## config.mk

```make
export PLATFORM = sky130hd
export DESIGN_NAME = recursive_lock_fifo_handoff
export DESIGN_NICKNAME = d
export VERILOG_FILES = /design/src/hdl/rlfh_pkg.sv /design/src/hdl/rlfh_ram.sv /design/src/hdl/rlfh_ctrl.sv /design/src/hdl/recursive_lock_fifo_handoff.sv
export SDC_FILE = /design/constraint.sdc
export NUM_CORES = 1
export LEC_CHECK = 0
export ABC_AREA = 1
export BUFFER_PORTS_ARGS = -buffer_cell sky130_fd_sc_hd__buf_2
export CAP_MARGIN = 20
export CORE_MARGIN = 4
export CORE_UTILIZATION = 40
export DETAILED_ROUTE_END_ITERATION = 8
export GPL_TIMING_DRIVEN = 1
export HOLD_SLACK_MARGIN = 0.12
export SYNTH_ARGS = -nofsm -noshare
export SYNTH_HDL_FRONTEND = slang
export SYNTH_HIERARCHICAL = 1
export SYNTH_SLANG_ARGS = --single-unit
export TNS_END_PERCENT = 1
```

## constraint.sdc

```tcl
create_clock -name clock -period 8.78 [get_ports clock]
set_input_delay 0.878 -clock clock [delete_from_list [all_inputs] [get_ports clock]]
set_output_delay 0.878 -clock clock [all_outputs]
set_load 0.01 [all_outputs]
```

## src/hdl/rlfh_pkg.sv

```systemverilog
// ---------------------------------------------------------------------------
// rlfh_pkg : shared types and constants of the recursive lock manager
// Request and response payloads, command and status codes, queue geometry
// and the circular queue pointer helper.
// ---------------------------------------------------------------------------
`default_nettype none

package rlfh_pkg;

   localparam int QUEUE_DEPTH = 16;
   localparam int ID_BITS     = 8;
   localparam int COUNT_BITS  = 16;

   localparam int PTR_BITS    = (QUEUE_DEPTH > 1) ? $clog2(QUEUE_DEPTH) : 1;
   localparam int CNT_BITS    = $clog2(QUEUE_DEPTH + 1);

   // fixed widths of the response fields
   localparam int STATUS_W    = 4;
   localparam int REC_W       = 16;
   localparam int WAIT_W      = 5;

   localparam logic [COUNT_BITS-1:0] COUNT_MAX = '1;

   typedef enum logic [1:0] {
      CMD_ENTER     = 2'd0,
      CMD_TRY_ENTER = 2'd1,
      CMD_LEAVE     = 2'd2,
      CMD_CANCEL    = 2'd3
   } cmd_type;

   typedef enum logic [STATUS_W-1:0] {
      ST_ACQUIRED     = 4'd0,
      ST_RECURSIVE    = 4'd1,
      ST_QUEUED       = 4'd2,
      ST_BUSY         = 4'd3,
      ST_STILL_HELD   = 4'd4,
      ST_FREED        = 4'd5,
      ST_HANDED_OFF   = 4'd6,
      ST_NOT_OWNER    = 4'd7,
      ST_QUEUE_FULL   = 4'd8,
      ST_CANCELLED    = 4'd9,
      ST_NOT_WAITING  = 4'd10,
      ST_REC_OVERFLOW = 4'd11
   } status_type;

   typedef struct packed {
      cmd_type             command;
      logic [ID_BITS-1:0]  requester_id;
   } req_type;

   typedef struct packed {
      status_type          status;
      logic                grant_valid;
      logic [ID_BITS-1:0]  granted_id;
      logic                owner_valid;
      logic [ID_BITS-1:0]  owner_id;
      logic [REC_W-1:0]    recursion_count;
      logic [WAIT_W-1:0]   waiter_count;
   } rsp_type;

   // finished response from the controller towards the output stage
   typedef struct packed {
      logic     valid;
      rsp_type  data;
   } result_type;

   // one write port and one read port of the wait queue memory
   typedef struct packed {
      logic                we;
      logic [PTR_BITS-1:0] waddr;
      logic [ID_BITS-1:0]  wdata;
      logic                re;
      logic [PTR_BITS-1:0] raddr;
   } mem_req_type;

   // address of queue position off, counted from the head, wrapping at the depth
   function automatic logic [PTR_BITS-1:0] queue_ptr_add(
      input logic [PTR_BITS-1:0] base,
      input logic [CNT_BITS-1:0] off
   );
      logic [CNT_BITS+PTR_BITS:0] sum;
      sum = (CNT_BITS+PTR_BITS+1)'(base) + (CNT_BITS+PTR_BITS+1)'(off);
      if (sum >= (CNT_BITS+PTR_BITS+1)'(QUEUE_DEPTH)) begin
         sum = sum - (CNT_BITS+PTR_BITS+1)'(QUEUE_DEPTH);
      end
      return PTR_BITS'(sum);
   endfunction

endpackage

`default_nettype wire

```

## src/hdl/rlfh_ram.sv

```systemverilog
// ---------------------------------------------------------------------------
// rlfh_ram : simple dual port synchronous RAM
// One write port, one read port, read data registered.
// ---------------------------------------------------------------------------
`default_nettype none

module rlfh_ram #(
   parameter int DEPTH = 16,
   parameter int WIDTH = 8,
   parameter int ABITS = (DEPTH > 1) ? $clog2(DEPTH) : 1
) (
   input  wire logic             clock,
   input  wire logic             we,
   input  wire logic [ABITS-1:0] waddr,
   input  wire logic [WIDTH-1:0] wdata,
   input  wire logic             re,
   input  wire logic [ABITS-1:0] raddr,
   output logic      [WIDTH-1:0] rdata
);

   logic [WIDTH-1:0] mem [DEPTH];
   logic [WIDTH-1:0] rdata_ff;

   always_ff @(posedge clock) begin
      if (we) begin
         mem[waddr] <= wdata;
      end
   end

   always_ff @(posedge clock) begin
      if (re) begin
         rdata_ff <= mem[raddr];
      end
   end

   assign rdata = rdata_ff;

endmodule

`default_nettype wire

```

## src/hdl/rlfh_ctrl.sv

```systemverilog
// ---------------------------------------------------------------------------
// rlfh_ctrl : lock state and wait queue sequencer
// Holds owner, nesting and the circular queue pointers, drives the queue
// memory for enqueue, handoff, cancel search and compaction.
// ---------------------------------------------------------------------------
`default_nettype none

module rlfh_ctrl (
   input  wire logic                         clock,
   input  wire logic                         reset,
   input  wire logic                         req_valid,
   output logic                              req_ready,
   input  wire rlfh_pkg::req_type            req_payload,
   input  wire logic                         out_free,
   output rlfh_pkg::result_type              result,
   output rlfh_pkg::mem_req_type             mem,
   input  wire logic [rlfh_pkg::ID_BITS-1:0] rd_data
);

   typedef enum logic [4:0] {
      S_IDLE  = 5'b00001,
      S_SCAN  = 5'b00010,
      S_SHIFT = 5'b00100,
      S_GRANT = 5'b01000,
      S_DONE  = 5'b10000
   } state_type;

   state_type                             state_ff, state_in;
   logic                                  held_ff, held_in;
   logic [rlfh_pkg::ID_BITS-1:0]          owner_ff, owner_in;
   logic [rlfh_pkg::COUNT_BITS-1:0]       nest_ff, nest_in;
   logic [rlfh_pkg::PTR_BITS-1:0]         head_ff, head_in;
   logic [rlfh_pkg::CNT_BITS-1:0]         len_ff, len_in;
   logic [rlfh_pkg::CNT_BITS-1:0]         idx_ff, idx_in;
   logic [rlfh_pkg::ID_BITS-1:0]          id_ff, id_in;
   rlfh_pkg::status_type                  status_ff, status_in;
   logic                                  gval_ff, gval_in;
   logic [rlfh_pkg::ID_BITS-1:0]          gid_ff, gid_in;

   logic [rlfh_pkg::CNT_BITS:0]           idx_p1;
   logic [rlfh_pkg::CNT_BITS:0]           idx_p2;

   assign idx_p1 = (rlfh_pkg::CNT_BITS+1)'(idx_ff) + (rlfh_pkg::CNT_BITS+1)'(1);
   assign idx_p2 = (rlfh_pkg::CNT_BITS+1)'(idx_ff) + (rlfh_pkg::CNT_BITS+1)'(2);

   assign req_ready = (state_ff == S_IDLE);

   always_comb begin
      state_in  = state_ff;
      held_in   = held_ff;
      owner_in  = owner_ff;
      nest_in   = nest_ff;
      head_in   = head_ff;
      len_in    = len_ff;
      idx_in    = idx_ff;
      id_in     = id_ff;
      status_in = status_ff;
      gval_in   = gval_ff;
      gid_in    = gid_ff;
      mem       = '0;

      unique case (state_ff)
         S_IDLE: begin
            if (req_valid) begin
               gval_in  = 1'b0;
               gid_in   = '0;
               id_in    = req_payload.requester_id;
               state_in = S_DONE;
               unique case (req_payload.command)
                  rlfh_pkg::CMD_ENTER, rlfh_pkg::CMD_TRY_ENTER: begin
                     if (!held_ff) begin
                        held_in   = 1'b1;
                        owner_in  = req_payload.requester_id;
                        nest_in   = rlfh_pkg::COUNT_BITS'(1);
                        status_in = rlfh_pkg::ST_ACQUIRED;
                     end else if (owner_ff == req_payload.requester_id) begin
                        if (nest_ff == rlfh_pkg::COUNT_MAX) begin
                           status_in = rlfh_pkg::ST_REC_OVERFLOW;
                        end else begin
                           nest_in   = nest_ff + rlfh_pkg::COUNT_BITS'(1);
                           status_in = rlfh_pkg::ST_RECURSIVE;
                        end
                     end else if (req_payload.command == rlfh_pkg::CMD_TRY_ENTER) begin
                        status_in = rlfh_pkg::ST_BUSY;
                     end else if (len_ff == rlfh_pkg::CNT_BITS'(rlfh_pkg::QUEUE_DEPTH)) begin
                        status_in = rlfh_pkg::ST_QUEUE_FULL;
                     end else begin
                        mem.we    = 1'b1;
                        mem.waddr = rlfh_pkg::queue_ptr_add(head_ff, len_ff);
                        mem.wdata = req_payload.requester_id;
                        len_in    = len_ff + rlfh_pkg::CNT_BITS'(1);
                        status_in = rlfh_pkg::ST_QUEUED;
                     end
                  end
                  rlfh_pkg::CMD_LEAVE: begin
                     if (!held_ff || owner_ff != req_payload.requester_id
                         || nest_ff == '0) begin
                        status_in = rlfh_pkg::ST_NOT_OWNER;
                     end else if (nest_ff != rlfh_pkg::COUNT_BITS'(1)) begin
                        nest_in   = nest_ff - rlfh_pkg::COUNT_BITS'(1);
                        status_in = rlfh_pkg::ST_STILL_HELD;
                     end else if (len_ff != '0) begin
                        // fetch the oldest waiter, finish the handoff next cycle
                        mem.re    = 1'b1;
                        mem.raddr = head_ff;
                        state_in  = S_GRANT;
                     end else begin
                        held_in   = 1'b0;
                        owner_in  = '0;
                        nest_in   = '0;
                        status_in = rlfh_pkg::ST_FREED;
                     end
                  end
                  rlfh_pkg::CMD_CANCEL: begin
                     if (len_ff == '0) begin
                        status_in = rlfh_pkg::ST_NOT_WAITING;
                     end else begin
                        mem.re    = 1'b1;
                        mem.raddr = head_ff;
                        idx_in    = '0;
                        state_in  = S_SCAN;
                     end
                  end
                  default: begin
                     status_in = rlfh_pkg::ST_NOT_WAITING;
                  end
               endcase
            end
         end

         S_GRANT: begin
            held_in   = 1'b1;
            owner_in  = rd_data;
            nest_in   = rlfh_pkg::COUNT_BITS'(1);
            head_in   = rlfh_pkg::queue_ptr_add(head_ff, rlfh_pkg::CNT_BITS'(1));
            len_in    = len_ff - rlfh_pkg::CNT_BITS'(1);
            gval_in   = 1'b1;
            gid_in    = rd_data;
            status_in = rlfh_pkg::ST_HANDED_OFF;
            state_in  = S_DONE;
         end

         S_SCAN: begin
            // rd_data holds queue position idx
            if (rd_data == id_ff) begin
               if (idx_p1 < (rlfh_pkg::CNT_BITS+1)'(len_ff)) begin
                  mem.re    = 1'b1;
                  mem.raddr = rlfh_pkg::queue_ptr_add(head_ff,
                                                      rlfh_pkg::CNT_BITS'(idx_p1));
                  state_in  = S_SHIFT;
               end else begin
                  len_in    = len_ff - rlfh_pkg::CNT_BITS'(1);
                  status_in = rlfh_pkg::ST_CANCELLED;
                  state_in  = S_DONE;
               end
            end else if (idx_p1 < (rlfh_pkg::CNT_BITS+1)'(len_ff)) begin
               mem.re    = 1'b1;
               mem.raddr = rlfh_pkg::queue_ptr_add(head_ff, rlfh_pkg::CNT_BITS'(idx_p1));
               idx_in    = rlfh_pkg::CNT_BITS'(idx_p1);
            end else begin
               status_in = rlfh_pkg::ST_NOT_WAITING;
               state_in  = S_DONE;
            end
         end

         S_SHIFT: begin
            // rd_data holds position idx+1: move it down to idx; the read
            // always runs two positions ahead of the write, so no overlap
            mem.we    = 1'b1;
            mem.waddr = rlfh_pkg::queue_ptr_add(head_ff, idx_ff);
            mem.wdata = rd_data;
            if (idx_p2 < (rlfh_pkg::CNT_BITS+1)'(len_ff)) begin
               mem.re    = 1'b1;
               mem.raddr = rlfh_pkg::queue_ptr_add(head_ff, rlfh_pkg::CNT_BITS'(idx_p2));
               idx_in    = rlfh_pkg::CNT_BITS'(idx_p1);
            end else begin
               len_in    = len_ff - rlfh_pkg::CNT_BITS'(1);
               status_in = rlfh_pkg::ST_CANCELLED;
               state_in  = S_DONE;
            end
         end

         S_DONE: begin
            if (out_free) begin
               state_in = S_IDLE;
            end
         end

         default: begin
            state_in = S_IDLE;
         end
      endcase
   end

   always_comb begin
      result.valid                = (state_ff == S_DONE);
      result.data.status          = status_ff;
      result.data.grant_valid     = gval_ff;
      result.data.granted_id      = gid_ff;
      result.data.owner_valid     = held_ff;
      result.data.owner_id        = held_ff ? owner_ff : '0;
      result.data.recursion_count = rlfh_pkg::REC_W'(nest_ff);
      result.data.waiter_count    = rlfh_pkg::WAIT_W'(len_ff);
   end

   always_ff @(posedge clock) begin
      if (reset) begin
         state_ff <= S_IDLE;
         held_ff  <= 1'b0;
         owner_ff <= '0;
         nest_ff  <= '0;
         head_ff  <= '0;
         len_ff   <= '0;
      end else begin
         state_ff <= state_in;
         held_ff  <= held_in;
         owner_ff <= owner_in;
         nest_ff  <= nest_in;
         head_ff  <= head_in;
         len_ff   <= len_in;
      end
   end

   always_ff @(posedge clock) begin
      idx_ff    <= idx_in;
      id_ff     <= id_in;
      status_ff <= status_in;
      gval_ff   <= gval_in;
      gid_ff    <= gid_in;
   end

endmodule

`default_nettype wire

```

## src/hdl/recursive_lock_fifo_handoff.sv

```systemverilog
// ---------------------------------------------------------------------------
// recursive_lock_fifo_handoff : recursive lock with FIFO handoff to waiters
// Owner, nesting count and a circular wait queue held in a small RAM; the
// last nested leave passes ownership straight to the oldest waiter.
// ---------------------------------------------------------------------------
//
//   channel | ports                              | moves
//   --------+------------------------------------+------------------------------
//   req     | req_valid, req_ready, req_payload  | one request: command, id
//   rsp     | rsp_valid, rsp_ready, rsp_payload  | one response per request
//
// From accept to response register: enter, try-enter and leave pass straight
// to the completion stage; a leave that hands off first does one RAM read of
// the queue head; a cancel with waiters queued first searches and compacts,
// walking the queue RAM one position per cycle. One request is in work at a
// time; a new one is taken while the previous response waits in the output
// register. Synchronous reset frees the lock and empties the queue at once;
// the queue RAM itself is not cleared, only live positions are ever read.
// A stalled response holds its request's completion stage until taken.
// ---------------------------------------------------------------------------
`default_nettype none

module recursive_lock_fifo_handoff (
   input  wire logic              clock,
   input  wire logic              reset,
   input  wire logic              req_valid,
   output logic                   req_ready,
   input  wire rlfh_pkg::req_type req_payload,
   output logic                   rsp_valid,
   input  wire logic              rsp_ready,
   output rlfh_pkg::rsp_type      rsp_payload
);

   rlfh_pkg::result_type             result;
   rlfh_pkg::mem_req_type            mem;
   logic [rlfh_pkg::ID_BITS-1:0]     rd_data;
   logic                             out_free;

   logic                             rsp_valid_ff, rsp_valid_in;
   rlfh_pkg::rsp_type                rsp_payload_ff;

   // Sequencer: lock state, queue pointers and the RAM access pattern
   rlfh_ctrl u_ctrl (
      .clock       (clock),
      .reset       (reset),
      .req_valid   (req_valid),
      .req_ready   (req_ready),
      .req_payload (req_payload),
      .out_free    (out_free),
      .result      (result),
      .mem         (mem),
      .rd_data     (rd_data)
   );

   // Wait queue storage, one id per position
   rlfh_ram #(
      .DEPTH (rlfh_pkg::QUEUE_DEPTH),
      .WIDTH (rlfh_pkg::ID_BITS),
      .ABITS (rlfh_pkg::PTR_BITS)
   ) u_queue_ram (
      .clock (clock),
      .we    (mem.we),
      .waddr (mem.waddr),
      .wdata (mem.wdata),
      .re    (mem.re),
      .raddr (mem.raddr),
      .rdata (rd_data)
   );

   // Output register: free when empty or being drained this cycle
   assign out_free     = !rsp_valid_ff || rsp_ready;
   assign rsp_valid_in = (result.valid && out_free) || (rsp_valid_ff && !rsp_ready);

   always_ff @(posedge clock) begin
      if (reset) begin
         rsp_valid_ff <= 1'b0;
      end else begin
         rsp_valid_ff <= rsp_valid_in;
      end
   end

   // Load the payload only when a finished response moves in
   always_ff @(posedge clock) begin
      if (result.valid && out_free) begin
         rsp_payload_ff <= result.data;
      end
   end

   assign rsp_valid   = rsp_valid_ff;
   assign rsp_payload = rsp_payload_ff;

   // A handoff leaves the granted waiter as owner at nesting one
   a_handoff_owner : assert property (@(posedge clock) disable iff (reset)
      (rsp_valid && rsp_payload.grant_valid) |->
         (rsp_payload.owner_valid && rsp_payload.owner_id == rsp_payload.granted_id
          && rsp_payload.recursion_count == rlfh_pkg::REC_W'(1)
          && rsp_payload.status == rlfh_pkg::ST_HANDED_OFF))
      else $error("handoff response without matching owner");

   // A free lock reports no owner and no nesting
   a_free_clean : assert property (@(posedge clock) disable iff (reset)
      (rsp_valid && !rsp_payload.owner_valid) |->
         (rsp_payload.owner_id == '0 && rsp_payload.recursion_count == '0))
      else $error("free lock with stale owner or nesting");

   // A finished response that cannot move is held by the sequencer
   a_result_hold : assert property (@(posedge clock) disable iff (reset)
      (result.valid && !out_free) |=> (result.valid && !req_ready))
      else $error("finished response dropped while output stalled");

   // No new request is taken while a response is still being built
   a_one_in_work : assert property (@(posedge clock) disable iff (reset)
      result.valid |-> !req_ready)
      else $error("request accepted during completion");

endmodule

`default_nettype wire
```

==> metrics.yaml, run 1 <==
status: "completed"
drv_cap: 0
core-area_mm2: 0.0318
synthTopCellsByCount: "nand2_1 (386), edfxtp_1 (205), inv_1 (197)"
fillers: 3068
yosysWarnings: 6
synth-seq-cells: 245
syn_avg_cell_area_um2: 8.94
slew_violations: 0
core.rowCount: 65
cp-start-kind: "flip-flop"
hp-class: "flip-flop to flip-flop"
grt_start_max_net_pins: 66
worst_slew_pin_slew_ps: 1060
place_area_mm2: 0.0135
cp.required_ps: 9190
grt_overflow: 0
synth_edf_count: 205
crit_path_cell_trace: "ha_1 -> nand2_1 -> o21ai_0 -> inv_1 -> ha_1 -> a21o_1 -> nand3_1 -> nand4_2 -> inv_1 -> nand2_1 -> nand3_2 -> buf_4 -> inv_2 -> buf_12 -> nand2_1 -> nand3_1 -> nand3_1 -> nand3_1 -> nand2_1"
clkSinkCount: 245
tns_ps: 0
end_kind: "flip-flop"
drt-total-wl_um: 32800
timing.fmax_ghz: 0.232
drc: 0
final_layout_size_suffix_gt1_share_pct: 12.1
slowest_delay_ps: 560
setup_violations: 0
drtIter0Drc: 897
critical_path_class: "flip-flop to flip-flop"
rsz0062_at_grt: "no"
synth.cell_area_mm2: 0.0130
synth_top_area_cell: "edfxtp_1"
synth.most_common_cell: "nand2_1"
insertion_delay_ps: 540
num_antenna_cells: 0
crit_path_top_delay_cell: "buf_4"
cts_max_path_buffers: 3
grt_pass1_vias: 9294
antenna_found_initial: 2
cts_resized: 0
grt_pass1_wl_um: 52000
slew_headroom_pct: 29.3
die_w_um: 188
cts_setup_buffers: 0
ioPinCount: 59
postCtsHoldBufs: 0
syn-num-nets: 1499
place_hpwl_um: 22600
synthTopCellsByArea: "edfxtp_1 (47%), nand2_1 (11%), nand3_1 (6.5%)"
viasPerCell: 5.08
cp_data_arrival_time_ps: 4720
fin_skew_ps: 12.1
crit_path_max_fanout: 65
gp_congestion: 0.912
initial_utilization_pct: 40.8
vias: 9861
htree_levels: 1
fin_crit_ps: 4310
die_area_mm2: 0.0354
async_flop_share_pct: 0
drt-pass1-iter-count: 6
cts_buffers: 26
wire_per_inst_um: 16.9
drt.antenna.violating_nets: 0
multi_input_comb_area_mm2: 0.00490
irDropWorstVdd_mv: 0.117
p_leak_nw: 6.21
clk_pin_slew_ps: 60
synth_top_area_share_pct: 47.5
synth_seq_area_share_pct: 53.6
yosys_most_used_dff: "edfxtp_1"
cts_root_buf: "clkbuf_16"
cts_tree: "built"
grt_usage_pct: 18.2
synth_cell_type_count: 49
fin_area_mm2: 0.0144
syn_to_final_growth_pct: 11.2
die_h_um: 188
post-route-period-util_pct: 49.1
nNetsFinal: 1536
portBuffers: 58
hold_viol_final: 0
power_density_mw_per_mm2: 195
synthCells: 1451
regArea_mm2: 0.00696
-- final cells by class --
cell class,count,share of cell area [%]
Clock buffer,33,4.91
Clock inverter,15,1.13
Inverter,212,5.53
Multi-Input combinational cell,938,34.0
Sequential cell,245,48.2
Tap cell,435,3.77
Timing Repair Buffer,65,2.46
-- critical path, delay by kind of cell (launching register included) --
family	cells	cell delay, ps
DFF	1	430
and+or+nand+nor	10	1090
AOI/OAI and AO/OA	2	550
buffers and inverters	5	1500
adders and majority gates	2	520
-- sequential cells by signal, indices dropped and copies added, names as in the netlist, 4 cells and up --
register	flops
u_ctrl/head_ff	4
u_ctrl/id_ff	8
u_queue_ram/mem	128
u_ctrl/state_ff	5
u_ctrl/len_ff	5
u_ctrl/owner_ff	8
u_ctrl/nest_ff	16
rsp_payload	43
u_queue_ram/rdata	8
u_ctrl/idx_ff	5
u_ctrl/gid_ff	8
u_ctrl/status_ff	4
-- layer usage --
layer	routed length (um)	part of all wire, %	global-route usage (%)	up-vias
met5	14	0.043	0	-
met4	678	2.1	4.57	4
met3	2360	7.2	3.15	60
met2	14800	45	28.8	331
met1	14900	45	26.0	4666
li1	-	-	-	4800
-- cell families after synthesis --
kind of cell	Yosys count	synth area share (%)
DFF	245	53.6
adders and majority gates	34	3.57
xor gates and xnor gates	35	2.36
buffers and inverters	268	9.11
and+or+nand+nor	772	26.9
AOI/OAI and AO/OA	97	4.41
-- metrics by stage --
step           util [%]  std cells  setup WS (ps)  hold slack [ps]  power, mW
5_1_grt            45.4       1943           4110              425       2.94
6_report           45.4       1943           4470              418       2.82
4_1_cts            45.3       1942           4430              419       2.84
3_3_place_gp       42.6       1894           4360              403       1.72
2_1_floorplan         -       1451           5330              400       1.65
3_5_place_dp       42.6       1894           4340              405       1.73
-- path summary, 6_finish.rpt --
| path | startpoint | end | slack, ps | cells past startpoint |
|---|---|---|---|---|
| max | u_ctrl/idx_ff[1] | u_queue_ram/rdata[2] | 4470 | 19 |
| max reg2reg | u_ctrl/idx_ff[1] | u_queue_ram/rdata[2] | 4470 | 19 |
| min | u_ctrl/gid_ff[6] | rsp_payload[36] | 420 | 0 |
| min reg2reg | u_ctrl/gid_ff[6] | rsp_payload[36] | 420 | 0 |
-- report_power, final --
part | internal [mW] | switching [mW] | total [mW]
registers | 1.30 | 0.0428 | 1.35
logic | 0.116 | 0.244 | 0.360
clock network | 0.661 | 0.450 | 1.11
-- placed cells by master (no fill, tap or decap), types with 4 or more instances in the layout --
master     Yosys  layout
a21oi_1       32      31
a21oi_2        4       4
buf_2         23      58
buf_4          7       6
clkbuf_1       9       5
clkbuf_16      0      27
clkinv_2       1       9
dfxtp_1       40      40
edfxtp_1     205     205
fa_1           5       5
ha_1          29      29
inv_1        197     197
inv_2         13      13
nand2_1      386     386
nand2_2        8       8
nand2_4        4       4
nand3_1      168     167
nand3_2        5       6
nand3b_1       4       4
nand4_1       12      12
nor2_1       143     143
nor2_2         6       6
nor2_4        12      12
nor3_1         6       6
o21ai_0       23      23
o21bai_1       4       4
o22ai_1       25      17
o22ai_2        0       8
xnor2_1       22      22
xor2_1        13      13
Power figures use the tool's default switching activity.
==> run 2, diff against run 1 <==
==> constraint.sdc (replaced) <==
create_clock -name clock -period 4.1 [get_ports clock]
set_input_delay 0.41 -clock clock [delete_from_list [all_inputs] [get_ports clock]]
set_output_delay 0.41 -clock clock [all_outputs]
set_load 0.01 [all_outputs]
==> metrics.yaml, run 2 (synthesis gave the netlist of run 1 again) <==
rr_startpoint: "u_ctrl/idx_ff[1]"
cts_buffers: 26  # unchanged
largest_reg_flops: 128  # unchanged
worst_slew_pin_slew_ps: 971  # -85.6 ps
rsz0062_at_grt: "no"
tns_ps: 0  # unchanged
hold_viol_final: 0  # unchanged
core-area_mm2: 0.0318  # unchanged
timing.fmax_ghz: 0.267  # +15%
drt-pass1-iter-count: 5  # -1
hp-start: "rsp_ready"
grt_overflow: 0  # unchanged
vias: 9830  # -0.31%
drt-total-wl_um: 32900  # +0.44%
die_area_mm2: 0.0354  # unchanged
status: "completed"
grt_start_max_net_pins: 65  # -1.5%
p_leak_nw: 6.30  # +1.4%
clk_pin_slew_ps: 60  # about the same
htree_levels: 1  # unchanged
drv_cap: 0  # unchanged
power_density_mw_per_mm2: 417  # +110%
setup_violations: 0  # unchanged
hp-class: "input pin to flip-flop"
crit_path_max_fanout: 64  # -1.5%
nNetsFinal: 1558  # +1.4%
cts_root_buf: "clkbuf_16"
cts_resized: 0  # unchanged
wire_per_inst_um: 16.7  # -0.68%
top_register: "u_queue_ram/mem"
drt.antenna.violating_nets: 0  # unchanged
insertion_delay_ps: 540  # about the same
grt_pass1_vias: 9570  # +3.0%
critical_path_class: "flip-flop to flip-flop"
total_power_mw: 6.08  # +120%
antenna_found_initial: 2  # unchanged
drc: 0  # unchanged
drtIter0Drc: 801  # -11%
cts_tree: "built"
cts_max_path_buffers: 3  # unchanged
fin_skew_ps: 13.6  # +1.47 ps
viasPerCell: 5.00  # -1.4%
die_h_um: 188  # unchanged
slew_violations: 0  # unchanged
grt_pass1_wl_um: 52300  # +0.41%
cts_setup_buffers: 0  # unchanged
place_hpwl_um: 22500  # -0.18%
post-route-period-util_pct: 91.5  # +42 points
postCtsHoldBufs: 8  # +8
final_layout_size_suffix_gt1_share_pct: 12.4  # +0.35 points
layout_commonest_cell: "nand2_1"
gp_congestion: 0.878  # -3.7%
num_antenna_cells: 0  # unchanged
portBuffers: 58  # unchanged
end_kind: "flip-flop"
grt_usage_pct: 18.2  # -0.018 points
slew_headroom_pct: 35.0  # +5.7 points
clkSinkCount: 245  # unchanged
initial_utilization_pct: 40.8  # unchanged
core.rowCount: 65  # unchanged
irDropWorstVdd_mv: 0.342  # +190%
cp-start-kind: "flip-flop"
mostFrequentLayoutCells: "nand2_1 (386), edfxtp_1 (205), inv_1 (197), nand3_1 (167), nor2_1 (143)"
die_w_um: 188  # unchanged
crit_start: "u_ctrl/idx_ff[1]"
cp_data_arrival_time_ps: 4040  # -680 ps
syn_to_final_growth_pct: 12.4
cp.required_ps: 4390  # -4800 ps
fin_crit_ps: 3750  # -561 ps
ioPinCount: 59  # unchanged
-- run 2: metrics by stage --
step | instances | setup WS, ps | hold slack (ps) | utilization (%) | instance area (um2)
after floorplan | 1451 | 730 | 400 | - | 13000
after global placement | 1909 | 512 | 401 | 42.8 | 13600
after detailed placement | 1909 | 416 | 405 | 42.8 | 13600
after CTS | 1965 | 403 | 144 | 45.9 | 14600
after global routing | 1965 | 37.5 | 168 | 45.9 | 14600
final | 1965 | 349 | 167 | 45.9 | 14600
-- run 2: per-layer routing --
metal	vias up	share of wire [%]	track usage, %
met5	-	0.064	0
met2	314	46	29.2
met4	4	1.9	3.98
met3	47	7.1	2.85
met1	4624	45	26.1
li1	4841	-	-
-- run 2: worst paths after layout --
path	end	slack [ps]	depth (start not counted)
worst max register to register	u_queue_ram/rdata[6]	350	18
worst min register to register	rsp_payload[36]	420	0
worst max-delay path	u_queue_ram/rdata[6]	350	18
worst min-delay path	rsp_valid	170	4
-- run 2: area by class of cell --
| class | instances | area, um2 |
|---|---|---|
| Fill cell | 3067 | 17200 |
| Sequential cell | 245 | 6960 |
| Clock buffer | 27 | 654 |
| Multi-Input combinational cell | 938 | 4850 |
| Timing Repair Buffer | 87 | 541 |
| Tap cell | 435 | 544 |
| Inverter | 212 | 797 |
| Clock inverter | 21 | 244 |
-- run 2: report_power, final --
| group | internal (mW) | switching [mW] | total (mW) |
|---|---|---|---|
| registers | 2.79 | 0.0951 | 2.88 |
| logic | 0.256 | 0.521 | 0.777 |
| clock network | 1.43 | 0.994 | 2.42 |
| total | 4.47 | 1.61 | 6.08 |
-- run 2: worst max-delay path, stage by stage, from the launching register on --
cell	delay [ps]
edfxtp_1	460
ha_1	260
nor2_1	120
nor2_1	60
o21ai_0	160
inv_1	100
ha_1	310
a21o_1	190
nand3_1	120
nand4_2	170
inv_1	140
nand2_1	80
nand3_2	90
buf_4	570
nand2_1	140
nand3_1	120
nand3_1	120
nand3_1	190
nand2_1	70
==> run 3, diff against run 2 <==
--- a/config.mk
+++ b/config.mk
@@ -5,7 +5,6 @@
 export SDC_FILE = /design/constraint.sdc
 export NUM_CORES = 1
 export LEC_CHECK = 0
-export ABC_AREA = 1
 export BUFFER_PORTS_ARGS = -buffer_cell sky130_fd_sc_hd__buf_2
 export CAP_MARGIN = 20
 export CORE_MARGIN = 4
==> constraint.sdc (replaced) <==
create_clock -name clock -period 4.1 [get_ports clock]
set_input_delay 0.41 -clock clock [delete_from_list [all_inputs] [get_ports clock]]
set_output_delay 0.41 -clock clock [all_outputs]
set_load 0.1 [all_outputs]
==> metrics.yaml, run 3 <==
status: "completed"
regArea_mm2: 0.00696  # unchanged
grt_usage_pct: 16.0  # -2.2 points
synthTopCellsByCount: "edfxtp_1 (205), nand2_1 (67), nor2_1 (66)"
insertion_delay_ps: 530  # about the same
grt_overflow: 0  # unchanged
crit_cells: 14  # -4
fin_util_pct: 47.6  # +1.8 points
post-route-period-util_pct: 94.8  # +3.3 points
clk_pin_slew_ps: 60  # about the same
busiest_layer: "met2"
crit_path_top_delay_cell: "mux4_1"
num_antenna_cells: 0  # unchanged
critPathTopFamily: "compound AO/OA/AOI/OAI gates"
place_area_mm2: 0.0124  # -9.1%
initial_utilization_pct: 41.1  # +0.27 points
core.rowCount: 61  # -6.2%
nNetsFinal: 999  # -36%
cp-start-kind: "flip-flop"
ioPinCount: 59  # unchanged
grt_pass1_vias: 7208  # -25%
slew_violations: 0  # unchanged
htree_levels: 1  # unchanged
rr_startpoint: "u_ctrl/idx_ff[1]"
drtIter0Drc: 673  # -16%
tns_ps: 0  # unchanged
drv_cap: 0  # unchanged
cts_max_path_buffers: 3  # unchanged
yosysWarnings: 6  # unchanged
synth-seq-cells: 245  # unchanged
end_kind: "flip-flop"
cp_common_cell: "nand2_1"
yosys_most_used_dff: "edfxtp_1"
hold_slack_ps: 143  # -23.9 ps
slowest_delay_ps: 570  # about the same
die_area_mm2: 0.0316  # -11%
syn_to_final_growth_pct: 16.0
hp-class: "input pin to flip-flop"
worst_slew_pin_slew_ps: 938  # -32.7 ps
p_leak_nw: 4.87  # -23%
place_hpwl_um: 18100  # -20%
syn-num-nets: 911  # -39%
fin_crit_ps: 3890  # +137 ps
dp_slack_ps: 93.1  # -323 ps
drt.antenna.violating_nets: 0  # unchanged
gp_congestion: 0.840  # -4.3%
core-area_mm2: 0.0281  # -12%
clock_power_share_pct: 34.4  # -5.4 points
drc: 0  # unchanged
cts_root_buf: "clkbuf_16"
die_h_um: 178  # -5.5%
wire_per_inst_um: 18.9  # +13%
layout_commonest_cell: "edfxtp_1"
r2r_slack_ps: 210  # -140 ps
drt-total-wl_um: 25500  # -23%
multi_input_comb_area_mm2: 0.00424  # -13%
vias: 7377  # -25%
r2r-end: "u_queue_ram/rdata[1]"
async_flop_share_pct: 0  # unchanged
holdPathStages: 1  # -3
crit_path_max_fanout: 16  # -75%
synth_seq_area_share_pct: 60.3  # +6.7 points
grt_start_max_net_pins: 44  # -32%
synth_edf_count: 205  # unchanged
synth.most_common_cell: "edfxtp_1"
antenna_found_initial: 0  # -2
hold_end: "u_ctrl/id_ff[3]"
hp-start: "req_payload[3]"
power_density_mw_per_mm2: 546  # +31%
synth_top_area_share_pct: 53.4  # +5.9 points
finalWorstSetupSlack_ps: 212  # -137 ps
critical_path_class: "flip-flop to flip-flop"
synth_cell_type_count: 74  # +51%
reg2reg_depth: 14  # -4
setup_violations: 0  # unchanged
synthCells: 863  # -41%
clkSinkCount: 245  # unchanged
grt_pass1_wl_um: 40400  # -23%
syn_avg_cell_area_um2: 13.4  # +50%
internal-power_mw: 4.95  # +11%
irDropWorstVdd_mv: 0.329  # -3.9%
p_sw_mw: 2.35  # +46%
fin_area_mm2: 0.0134  # -8.3%
mostFrequentLayoutCells: "edfxtp_1 (205), nand2_1 (67), nor2_1 (66), buf_2 (58), dfxtp_1 (40)"
cp_data_arrival_time_ps: 4170  # +130 ps
viasPerCell: 5.47  # +9.3%
synth_top_area_cell: "edfxtp_1"
portBuffers: 58  # unchanged
cts_buffers: 26  # unchanged
use_met2_pct: 25.9  # -3.3 points
timing.fmax_ghz: 0.257  # -3.5%
final_layout_size_suffix_gt1_share_pct: 19.2  # +6.7 points
cp.required_ps: 4380  # about the same
grt_use_met1_pct: 22.6  # -3.5 points
grtUsageMet3_pct: 2.64  # -0.21 points
top_register: "u_queue_ram/mem"
die_w_um: 178  # -5.5%
crit_path_cell_trace: "ha_1 -> nand2_1 -> xor2_1 -> inv_1 -> ha_1 -> a21o_1 -> a221oi_2 -> nand2_1 -> nor2_1 -> a221o_2 -> buf_12 -> mux4_1 -> a22oi_1 -> nand2_1"
power_frac_comb_pct: 23.6  # +11 points
synthTopCellsByArea: "edfxtp_1 (53%), dfxtp_1 (6.9%), mux4_2 (3.5%)"
fillers: 2498  # -19%
p_seq_share_pct: 42.0  # -5.4 points
path_buf_inv: 2  # -1
synth.cell_area_mm2: 0.0115  # -11%
slew_headroom_pct: 37.4  # +2.4 points
swShare_pct: 32.2  # +5.8 points
fin_skew_ps: 17.4  # +3.85 ps
largest_reg_flops: 128  # unchanged
drt-pass1-iter-count: 5  # unchanged
cts_tree: "built"
hold_viol_final: 0  # unchanged
run 3: kinds of logic (layout without fill, tap and decap cells):
group,after synthesis,in the layout,synth area share (%)
muxes,34,34,6.88
AOI/OAI and AO/OA,171,171,10.6
DFF,245,245,60.3
and+or+nand+nor,269,269,12.2
buffers and inverters,70,178,2.99
adders and majority gates,34,34,4.01
xor gates and xnor gates,40,40,3.04
run 3: layout make-up:
type / instances / area share (%)
clock buffers: 28 / 4.92
clock inverters: 20 / 2.07
inverters: 30 / 0.879
multi-input cells: 548 / 31.7
flip-flops and latches: 245 / 52.0
well taps: 378 / 3.53
repair buffers: 100 / 4.94
run 3: repair_timing:
action / in CTS / in global routing
buffers inserted: 0 / 0
hold endpoints to repair: 5 / 0
hold buffers: 5 / 0
resized for setup: 0 / 1
setup endpoints to repair: 0 / 8
run 3: how the worst max path moves through the flow:
stage / from / end
after global routing: u_ctrl/idx_ff[1] / u_queue_ram/rdata[5]
after detailed placement: u_ctrl/idx_ff[1] / u_queue_ram/rdata[1]
final: u_ctrl/idx_ff[1] / u_queue_ram/rdata[1]
after global placement: u_ctrl/idx_ff[1] / u_queue_ram/rdata[1]
after CTS: u_ctrl/idx_ff[1] / u_queue_ram/rdata[1]
after floorplan: u_ctrl/idx_ff[1] / u_queue_ram/rdata[1]
run 3: per-stage QoR:
| stage | power (mW) | std cells |
|---|---|---|
| 2_1_floorplan | 4.43 | 863 |
| 3_3_place_gp | 4.80 | 1295 |
| 3_5_place_dp | 4.82 | 1295 |
| 4_1_cts | 7.34 | 1348 |
| 5_1_grt | 7.63 | 1349 |
| 6_report | 7.30 | 1349 |
run 3: power groups by stage:
stage          sequential, mW  combinational [mW]  clock [mW]
3_3_place_gp             3.12                1.68           0
5_1_grt                  3.09                1.86        2.68
2_1_floorplan            3.46               0.967           0
4_1_cts                  3.07                1.71        2.57
3_5_place_dp             3.12                1.70           0
6_report                 3.07                1.72        2.51
run 3: per-layer routing:
metal  up-vias  wire (um)  part of all wire (%)
li1       3509          -                     -
met1      3598      11300                    45
met2       222      12000                    47
met3        48       1600                   6.3
met4         0        535                   2.1
met5         -          0                     0
run 3: worst register-to-register path, cell delays in order, from the launching register on:
cell and delay, ps:
edfxtp_1 450, ha_1 290, nand2_1 100, xor2_1 190
inv_1 70, ha_1 300, a21o_1 200, a221oi_2 320
nand2_1 160, nor2_1 210, a221o_2 280, buf_12 190
mux4_1 580, a22oi_1 240, nand2_1 80
